===== src/rtl/q2e_pkg.sv =====
// Shared types and constants for the quaternion to Z-Y-X Euler angle converter.
// Holds the CORDIC arctangent table and the pipeline stage counts.
// Depends on nothing.
package q2e_pkg;

    localparam int WORK_BITS    = 30;
    localparam int CORDIC_STEPS = 31;
    localparam int ISQRT_STEPS  = WORK_BITS + 1;
    localparam int CORDIC_W     = 34;
    localparam int ANGLE_W      = 34;
    localparam int ATAN_LAT     = 4 + CORDIC_STEPS + 2;

    typedef logic [WORK_BITS-1:0] atan_entry_t;
    typedef atan_entry_t atan_tab_t [CORDIC_STEPS];

    // atan(2^-i) in units of 2^-32 of a full turn
    localparam atan_tab_t ATAN_TURN = '{
        30'd536870912, 30'd316933406, 30'd167458907, 30'd85004756, 30'd42667331,
        30'd21354465, 30'd10679838, 30'd5340245, 30'd2670163, 30'd1335087,
        30'd667544, 30'd333772, 30'd166886, 30'd83443, 30'd41722, 30'd20861,
        30'd10430, 30'd5215, 30'd2608, 30'd1304, 30'd652, 30'd326, 30'd163,
        30'd81, 30'd41, 30'd20, 30'd10, 30'd5, 30'd3, 30'd1, 30'd1
    };

    localparam logic signed [ANGLE_W-1:0] TURN_QUARTER = ANGLE_W'(64'd1 << 30);

endpackage


===== src/rtl/q2e_isqrt.sv =====
// Pipelined integer square root, one result bit per stage.
// Depends on q2e_pkg.
module q2e_isqrt import q2e_pkg::*; (
    input  logic                   aclk,
    input  logic                   en,
    input  logic [2*WORK_BITS:0]   n_in,
    output logic [WORK_BITS:0]     root_out
);

    localparam int NW = 2 * WORK_BITS + 2;

    logic [NW-1:0] n_reg [ISQRT_STEPS];
    logic [NW-1:0] r_reg [ISQRT_STEPS];

    genvar k;
    generate
        for (k = 0; k < ISQRT_STEPS; k++) begin : g_step
            localparam logic [NW-1:0] BIT = NW'(1) << (2 * WORK_BITS - 2 * k);
            logic [NW-1:0] n_cur, r_cur, t, n_next, r_next;
            if (k == 0) begin : g_first
                assign n_cur = NW'(n_in);
                assign r_cur = '0;
            end else begin : g_rest
                assign n_cur = n_reg[k-1];
                assign r_cur = r_reg[k-1];
            end
            always_comb begin
                t = r_cur + BIT;
                if (n_cur >= t) begin
                    n_next = n_cur - t;
                    r_next = (r_cur >> 1) + BIT;
                end else begin
                    n_next = n_cur;
                    r_next = r_cur >> 1;
                end
            end
            always_ff @(posedge aclk) begin
                if (en) begin
                    n_reg[k] <= n_next;
                    r_reg[k] <= r_next;
                end
            end
        end
    endgenerate

    assign root_out = r_reg[ISQRT_STEPS-1][WORK_BITS:0];

endmodule


===== config.mk =====
export PLATFORM = sky130hd
export DESIGN_NAME = q2e_isqrt
export DESIGN_NICKNAME = d
export VERILOG_FILES = /design/src/rtl/q2e_pkg.sv /design/src/rtl/q2e_isqrt.sv
export SDC_FILE = /design/constraint.sdc
export NUM_CORES = 2
export LEC_CHECK = 0
export BUFFER_PORTS_ARGS = -buffer_cell sky130_fd_sc_hd__buf_2
export CORE_MARGIN = 2
export CORE_UTILIZATION = 50
export CTS_CLUSTER_DIAMETER = 40
export DETAILED_ROUTE_END_ITERATION = 12
export MAX_ROUTING_LAYER = met4
export PLACE_DENSITY = 0.75
export SKIP_CTS_REPAIR_TIMING = 1
export SLEW_MARGIN = 30
export SYNTH_ARGS = -nofsm -noshare
export SYNTH_HDL_FRONTEND = slang
export SYNTH_SLANG_ARGS = --single-unit

===== constraint.sdc =====
create_clock -name aclk -period 3.66 [get_ports aclk]
set_clock_uncertainty 0.05 [all_clocks]
set_input_delay 0.366 -clock aclk [delete_from_list [all_inputs] [get_ports aclk]]
set_output_delay 0.366 -clock aclk [all_outputs]
set_load 0.05 [all_outputs]

==> results_dict.tcl <==
set metrics [dict create \
    pwr-share-seq_pct 42.0 \
    p_per_area_mw_per_mm2 661.6 \
    drv_cap 0 \
    core.rowCount 174 \
    drt-total-wl_mm 288.7 \
    core_sq_mm 0.2251 \
    comb_power_share_pct 20.5 \
    switchingPower_w 0.02598 \
    gp_congestion 0.9639 \
    cts_tree "yes" \
    internal_power_w 0.06261 \
    cp_cell_sequence "or3_1 > or4_4 > nor3_1 > buf_4 > a21oi_1 > o211ai_1 > buf_4 > buf_4 > o311ai_0 > nor4_1 > xor2_1" \
    hp-class "in -> reg" \
    largest_reg_flops 1860 \
    dr_total_vias 76380 \
    path_class "reg -> reg" \
    worstPathArrival_ns 4.21 \
    antenna_found_initial 8 \
    avgSynthCellArea_sq_um 12.56 \
    hold_slack_ns 0.02248 \
    drtPass1Iterations 6 \
    io_buffers 93 \
    grt_usage_pct 25.10 \
    synth_edf_count 2356 \
    grt_pass1_vias 74570 \
    final_common_cell "edfxtp_1" \
    numClockSinks 2356 \
    final_nets 10410 \
    relSlewSlack_pct 34.11 \
    synth_cell_types 85 \
    worst-path-max-fanout 4 \
    drive_gt1_share_pct 13.85 \
    drv_slew 0 \
    tightest_slew_ns 0.9794 \
    setup_viol 0 \
    cp_data_required_time_ns 4.27 \
    vias_per_cell 5.837 \
    dieHeight_um 480.0 \
    synthCells 9019 \
    fin_cells 13090 \
    fmax_mhz 277.8 \
    ir_worst_vdd_mv 0.6801 \
    critPathMaxStageDelay_ns 0.56 \
    dp_hpwl_mm 210.7 \
    drc 0 \
    status "finished, final reports clean" \
    finalCriticalPeriod_ns 3.600 \
    power_w 0.08859 \
    grt_pass1_wl_mm 435.8 \
    yosys_warnings 0 \
    grt_max_degree 122 \
    avgRoutedWirePerCell_um 22.06 \
    finalCritPeriodShare_pct 98.36 \
    swShare_pct 29.33 \
    cpMaxStageDelayCell "or4_4" \
    synth-main-ff-cell "edfxtp_1" \
    clk_latency_ns 0.95 \
    path_clk_slew_ns 0.06 \
    ioPinCount 94 \
    final_cell_mix "edfxtp_1, inv_1, nor2_1" \
    ys_seq_elements 2356 \
    postRouteAntennaNets 0 \
    ctsRootBufferMaster "clkbuf_16" \
    cp-start-kind "register" \
    synthesis.area_sq_mm 0.1133 \
    finalCoreUtilization_pct 59.49 \
    rsz0062_at_grt "true" \
    overflow 0 \
    initial_core_util_pct 50.32 \
    cts_made_buffers 349 \
    end_kind "register" \
    hold_violations 0 \
    htreeDepth 5 \
    die-area_sq_mm 0.2304 \
    ys_seq_area_share_pct 62.46 \
    synthArstFlopShare_pct 0 \
    cpMostUsedCell "buf_4" \
    syn2layout_area_growth_pct 18.22 \
    dp_cells 12380 \
    clkPwrFrac_pct 37.5 \
    cts_buffer_depth 4 \
    drt-initial-drc-count 7925 \
    cp.buffers_inverters 3 \
    crit_family "simple AND/OR/NAND/NOR gates" \
    fp.dieW_um 480.0 \
    p_leak_nw 51.29 \
]
## synth_stat cells (all sizes together), types with 27 or more instances
cell / number / area share [%]
edfxtp: 2356 / 62
inv: 638 / 2.1
nor2: 628 / 2.1
a21oi: 623 / 2.8
ha: 523 / 5.8
nand2: 512 / 1.7
xnor2: 435 / 3.4
xor2: 396 / 3.1
o21ai: 361 / 1.6
nor4: 313 / 1.7
nor3: 258 / 1.1
a21o: 217 / 1.4
clkbuf: 174 / 0.58
nand4: 168 / 0.93
nand3: 149 / 0.66
nand2b: 106 / 0.59
or3: 104 / 0.59
o21a: 98 / 0.65
mux2: 86 / 0.85
nor2b: 64 / 0.35
or4: 58 / 0.39
o211ai: 48 / 0.32
o21bai: 47 / 0.31
or2: 45 / 0.25
nor4b: 44 / 0.34
a211oi: 42 / 0.28
a31oi: 42 / 0.23
and2: 39 / 0.22
and3: 35 / 0.19
nand3b: 33 / 0.22
o31ai: 33 / 0.22
buf: 27 / 0.13
## worst reg2reg max path: stages (launching register included)
cell and delay [ns]:
edfxtp_1 0.52, or3_1 0.50, or4_4 0.57, nor3_1 0.27
buf_4 0.18, a21oi_1 0.09, o211ai_1 0.10, buf_4 0.16
buf_4 0.11, o311ai_0 0.19, nor4_1 0.29, xor2_1 0.33
## metrics by stage
| step | instance area [sq um] | setup slack (ns) | TNS [ns] |
|---|---|---|---|
| 2_1_floorplan | 113300 | 0.09906 | 0 |
| 3_3_place_gp | 120900 | -0.08407 | -0.2119 |
| 3_5_place_dp | 120900 | -0.08316 | -0.2216 |
| 4_1_cts | 132600 | -0.1481 | -0.9463 |
| 5_1_grt | 133900 | -0.09914 | -0.3364 |
| 6_report | 133900 | 0.06017 | 0 |
## cell families after synthesis
kind of cell,after synthesis,synth area share (%)
AO/OA/AOI/OAI,1711,9.378
XOR/XNOR,831,6.425
adder cells (fa/ha/maj),523,5.777
buffers and inverters,839,2.818
other,1,0.003311
AND/OR/NAND/NOR,2663,12.21
multiplexers,95,0.9345
flip-flops,2356,62.46
## final timing paths
path / from / end / slack, ns / depth (start not counted)
setup / recovery: n_reg[1][114] / n_reg[1][179] / 0.06 / 11
hold / removal: n_in[9] / n_reg[0][9] / 0.02 / 2
setup reg to reg: n_reg[1][114] / n_reg[1][179] / 0.06 / 11
hold reg to reg: r_reg[1][578] / r_reg[1][639] / 0.37 / 0
## cell type report
cell class	count	area, sq um
sequential	2356	70750
fill	17130	91200
inverter	638	2395
multi-input combinational	5825	39870
clock buffer	383	8989
tap	2992	3744
timing repair buffer	650	5479
antenna	6	15.01
clock inverter	235	2678
## power by group through the flow
stage | combinational (W) | sequential [W] | clock (W)
final | 0.0182 | 0.0372 | 0.0332
after global routing | 0.0200 | 0.0375 | 0.0348
after CTS | 0.0177 | 0.0371 | 0.0336
after detailed placement | 0.0175 | 0.0376 | 0
after global placement | 0.0172 | 0.0376 | 0
after floorplan | 0.0121 | 0.0363 | 0
## per-layer routing
| layer | vias to the layer above | routed length [um] | track usage [%] |
|---|---|---|---|
| met5 | - | 0 | - |
| met4 | 0 | 8414 | 7.760 |
| met3 | 552 | 19510 | 4.052 |
| met2 | 2943 | 143000 | 41.57 |
| met1 | 37360 | 117700 | 31.74 |
| li1 | 35520 | - | - |
(Power assumes the default switching activity.)
